==> config.mk <==
export PLATFORM = sky130hd
export DESIGN_NAME = ssm_ctrl
export DESIGN_NICKNAME = d
export VERILOG_FILES = /design/src/rtl/core/ssm_pkg.sv /design/src/rtl/core/ssm_ctrl.sv
export SDC_FILE = /design/constraint.sdc
export NUM_CORES = 1
export LEC_CHECK = 0
export ABC_AREA = 0
export BUFFER_PORTS_ARGS = -buffer_cell sky130_fd_sc_hd__buf_2
export CORE_AREA = 2 2 39 41
export CTS_BUF_LIST = sky130_fd_sc_hd__clkbuf_16
export DETAILED_ROUTE_END_ITERATION = 10
export DIE_AREA = 0 0 41 43
export GPL_ROUTABILITY_DRIVEN = 0
export PLACE_DENSITY_LB_ADDON = 0.3
export SLEW_MARGIN = 20
export SYNTH_ARGS = -nofsm -noshare
export SYNTH_HDL_FRONTEND = slang
export SYNTH_SLANG_ARGS = --single-unit
==> constraint.sdc <==
create_clock -name clk_i -period 2.3 [get_ports clk_i]
set_clock_uncertainty 0.1 [all_clocks]
set_input_delay 0.115 -clock clk_i [delete_from_list [all_inputs] [get_ports clk_i]]
set_output_delay 0.115 -clock clk_i [all_outputs]
set_load 0.05 [all_outputs]
==> src/rtl/core/ssm_pkg.sv <==
// Shared types and constants of the segmented sieve marker.
// Used by the controller, the datapath and the top level; no dependencies.
package ssm_pkg;

  localparam int unsigned OPCODE_W = 1;
  localparam int unsigned PRIME_W  = 20;
  localparam int unsigned OFFSET_W = 20;
  localparam int unsigned INDEX_W  = 16;

  typedef enum logic [OPCODE_W-1:0] {
    OP_STRIKE = 1'b0,
    OP_READ   = 1'b1
  } opcode_e;

  typedef struct packed {
    logic init_write;
    logic load_item;
    logic strike;
    logic rd_issue;
    logic rearm;
    logic out_load;
  } cmd_t;

  typedef struct packed {
    logic init_last;
    logic strike_done;
    logic is_read;
    logic slot_free;
  } status_t;

endpackage

==> src/rtl/core/ssm_ctrl.sv <==
// Sequencer of the segmented sieve marker: clearing pass, strike walk, read and rearm.
// Depends on ssm_pkg for the command and status structs.
module ssm_ctrl (
  input  logic             clk_i,
  input  logic             rst_ni,
  input  logic             in_valid_i,
  output logic             in_ready_o,
  input  ssm_pkg::status_t status_i,
  output ssm_pkg::cmd_t    cmd_o
);

  typedef enum logic [5:0] {
    S_INIT   = 6'b000001,
    S_IDLE   = 6'b000010,
    S_STRIKE = 6'b000100,
    S_RD     = 6'b001000,
    S_WB     = 6'b010000,
    S_FIN    = 6'b100000
  } state_e;

  state_e state_q, state_d;

  always_ff @(posedge clk_i or negedge rst_ni) begin
    if (!rst_ni) begin
      state_q <= S_INIT;
    end else begin
      state_q <= state_d;
    end
  end

  assign in_ready_o = (state_q == S_IDLE);

  always_comb begin
    state_d = state_q;
    cmd_o   = '0;
    unique case (state_q)
      S_INIT: begin
        cmd_o.init_write = 1'b1;
        if (status_i.init_last) begin
          state_d = S_IDLE;
        end
      end
      S_IDLE: begin
        if (in_valid_i) begin
          cmd_o.load_item = 1'b1;
          state_d = status_i.is_read ? S_RD : S_STRIKE;
        end
      end
      S_STRIKE: begin
        cmd_o.strike = 1'b1;
        if (status_i.strike_done) begin
          state_d = S_FIN;
        end
      end
      S_RD: begin
        cmd_o.rd_issue = 1'b1;
        state_d = S_WB;
      end
      S_WB: begin
        cmd_o.rearm = 1'b1;
        state_d = S_FIN;
      end
      S_FIN: begin
        if (status_i.slot_free) begin
          cmd_o.out_load = 1'b1;
          state_d = S_IDLE;
        end
      end
      default: begin
        state_d = S_INIT;
      end
    endcase
  end

endmodule

======== Word-level counts from Yosys, hierarchy flattened ========
Cells that the tools add are included.
storage, ports and cells
  register bits ........................... 6
  logic and storage cells ................. 26
  input port bits ......................... 7
  output and inout port bits .............. 7
operators by class
  eq/ne operators ......................... 10
  reductions and logical operators ........ 1
  multiplexer cells ....................... 14
operators with widths
  cell                                                                   number
  6-bit case mux with 6 select lines                                     1
  6-bit two-way mux                                                      4
  1-bit two-way mux                                                      8
  2-bit != test, second input constant                                   4
  6-bit by 1-bit equality test with 1-bit output, second input constant  1
  6-bit by 2-bit equality test with 1-bit output, second input constant  1
  6-bit by 3-bit equality test with 1-bit output, second input constant  1
  6-bit by 4-bit equality test with 1-bit output, second input constant  1
  6-bit by 5-bit equality test with 1-bit output, second input constant  1
  6-bit equality test, second input constant                             1
  4-bit two-way mux                                                      1
  4-bit AND reduction                                                    1

======== Longest topological paths before layout ========
  depth after elaboration ................. 3
  depth in mapped cells ................... 5

======== Worst setup path before layout ========
Ideal clock, no wire load.
  path kind ............................... reg-to-reg
  from .................................... register state_q[0]
  to ...................................... register state_q[0]
  stages on the path, launching flop included .. 5
  arrival time ............................ 2.345 ns
  buffers on the path ..................... 1
  library setup time ...................... 0.141 ns
  path slack .............................. -0.286 ns
  period minus slack after synthesis ...... 2.586 ns
  cell sequence ........................... dfstp_2 -> buf_6 -> or4_4 -> nor3b_1 -> nor4_1
between the ends
  longest elaborated chain between the ends .. 3
ends and longest elaborated chain
  item                                                                          line            RTL
  start, declared                                                               ssm_ctrl.sv:21  state_e state_q, state_d;
  start signal, assigned                                                        ssm_ctrl.sv:27  state_q <= state_d;
  6-bit by 1-bit equality test with 1-bit output, or another cell as far along  ssm_ctrl.sv:36  unique case (state_q)
  2-bit != test (no source line)                                                --
  4-bit AND reduction (no source line)                                          --
Several ways; a longest one is shown, not always the timed one.
A chain may end at the register's enable or synchronous reset.

==> summary.md <==
| Metric | Value |
|---|---|
| Run status | finished clean |
| Final Non-Filler Cells | 79 |
| Number of CTS-inserted buffers | 3 |
| Pint | 453 uW |
| Number of port buffers | 13 |
| Placed Cells | 72 |
| Top post-synthesis cells by area | dfrtp_1, nor3b_1, dfstp_2, and3_1, nor2_1 |
| # rows | 14 |
| Number of flip-flops under the largest register name | 6 |
| Psw | 255 uW |
| Clock latency on the worst-skew pair | 0.23 ns |
| Setup-failing EPs final | 0 |
| Worst ir drop on vdd | 0.585 mV |
| Avg Inst Size Synth | 9.06 um^2 |
| Compound-Gate Fraction of Synth Area | 12.9% |
| CTS tree | done |
| Total Power | 708 uW |
| Fin Hold WS | 0.0111 ns |
| Crit path max fanout | 6 |
| Top post-synthesis cells by count | dfrtp_1, nor3b_1, and3_1, nor2_1, inv_1 |
| Final Util | 43.1% |
| Die W | 41 um |
| Mux cell area share after synthesis | 0% |
| Regs by FF count | state_q: 6 flops |
| Longest Clk Path Bufs | 2 |
| Antenna diodes | 0 |
| R2R Setup Slk | 0.54 ns |
| Clk sinks | 6 |
| Final wirelength | 920 um |
| First-pass GRT wire length | 1530 um |
| Post-synth top area cell | dfrtp_1 |
| Via count | 403 |
| Ys flop type | dfrtp_1 |
| Cell Pwr Density | 1190 nW/um^2 |
| P_leak | 0.300 nW |
| Clock transition at path regs | 0.04 ns |
| Synthesis-stage register bit count | 6 |
| DRC | 0 |
| Yosys warns | 0 |
| RSZ-0062 raised after global routing | no |
| Detail Route Antenna Nets | 0 |
| CTS resizes | 0 |
| Yosys cell types | 26 |
| Vias in the first global route | 351 |
| Total GRT Usage | 13.2% |
| Slowest cell on crit path | or4_4 |
| Crit end category | output pin |
| Drt pass-1 iters | 4 |
| Switching part of the total | 36.0% |
| Die height | 43 um |
| CP arrival | 1.71 ns |
| Min Clock Period, post-route | 1.92 ns |
| Nets@finish | 71 |
| Clock power share | 40.3% |
| Routed len/inst | 11.6 um |
| Net Count, Synth | 52 |
| Syn-to-layout area delta | 46.3% |
| Setup_tns | 0 ns |
| Register area share after synthesis | 37.1% |
| H-tree lvl count | 1 |
| Syn Inst Count | 45 |
| Hold/Removal Path Class | input port to flop |
| Proportion of layout cells with a drive suffix above 1 | 31.7% |
| Worst-Margin Slew | 0.340 ns |
| Core Footprint | 1380 um^2 |
| Critical path class | flop to output pin |
| Post-synth EDFFs | 0 |
| Crit-path cells | or4_4 -> nor3b_2 -> buf_2 |
| Slew Limit Fails | 0 |
| Die ar. | 1760 um^2 |
| F_max | 0.520 GHz |
| CP required | 2.09 ns |
| Initial antenna violation count | 0 |
| Final period utilization | 83.6% |
| Post-CTS setup buffer count | 0 |
| Crit start category | flop |
| Main combinational cell family by area after synthesis | simple AND/OR/NAND/NOR gates |
| Sequential share of power | 24.4% |
| Initial detailed-routing violation count | 8 |
| Cell Area, Synth | 408 um^2 |
| Synth Area in Simple Gates | 41.4% |
| Largest net degree at the start of global routing | 11 |
| XOR/XNOR Fraction of Synth Area | 2.15% |
| Logic pwr share | 35.3% |
| Ports | 14 |
| Max Cap Viol | 0 |
| Initial Utilization | 29.5% |
| Adder-cell share of the synthesized area | 0% |
| Dpl hpwl | 693 um |
| Total congestion overflow | 0 |
| Via density | 5.10 |
| Fin. Hold Viols | 0 |
| Asr flop ratio synth | 100% |
| Rel. slew slack | 77.0% |
| Max stage delay on crit path | 0.56 ns |
| Share of the synthesized area in the top cell type | 30.7% |
| Clk root buf | clkbuf_16 |
| CTS Hold Buffers Added | 3 |
| Register with the most flip-flops | state_q |
## path summary, 6_finish.rpt
path                              from         end  cells after the start
min in group asynchronous       rst_ni  state_q[5]                      2
max in group asynchronous       rst_ni  state_q[0]                      2
setup / recovery            state_q[1]    cmd_o[2]                      3
hold / removal             status_i[0]  state_q[5]                      2
hold reg to reg             state_q[2]  state_q[4]                      1
setup reg to reg            state_q[1]  state_q[2]                      3
## through the flow
step / setup WS [ns] / cell area [um^2]
final: 0.376 / 597
after global placement: 0.598 / 488
after global routing: 0.294 / 597
after floorplan: 0.248 / 418
after CTS: 0.372 / 597
after detailed placement: 0.559 / 488
## power groups by stage
| stage | logic (mW) | clock network, mW | registers (mW) |
|---|---|---|---|
| 2_1_floorplan | 0.230 | 0 | 0.151 |
| 3_3_place_gp | 0.251 | 0 | 0.172 |
| 3_5_place_dp | 0.247 | 0 | 0.172 |
| 4_1_cts | 0.251 | 0.289 | 0.171 |
| 5_1_grt | 0.267 | 0.296 | 0.180 |
| 6_report | 0.250 | 0.285 | 0.173 |
## routing by layer
layer	GRT usage, %	up-vias	wire length, um	share of wire [%]
met4	12.0	0	0	0
li1	-	207	-	-
met1	19.5	186	429	47
met3	1.57	0	57	6.2
met2	15.6	10	433	47
met5	0	-	0	0
## critical path, delay by kind of cell (launching register included)
kind / cells / cell delay, ns
and+or+nand+nor: 2 / 0.76
buffers and inverters: 1 / 0.29
DFF: 1 / 0.42
## area by class of cell
| cell class | instances | area (um^2) |
|---|---|---|
| Timing Repair Buffer | 16 | 95.1 |
| Clock inverter | 1 | 3.75 |
| Clock buffer | 3 | 75.1 |
| Tap cell | 16 | 20.0 |
| Fill cell | 134 | 787 |
| Sequential cell | 6 | 151 |
| Multi-Input combinational cell | 34 | 240 |
| Inverter | 3 | 11.3 |
## layout by cell type (no fill, tap or decap), drive strengths merged, types with 2 or more instances in the layout
master        n
clkbuf        3
nand2         2
and3          4
nor2          4
dfrtp         5
buf          13
inv           4
nor3          2
dlygate4sd3   3
nor3b         5
nor2b         2
## kinds of logic after synthesis
family / Yosys count
simple gates: 26
compound gates: 7
buf+inv: 5
flops: 6
xor+xnor: 1
Power figures use the tool's default switching activity.
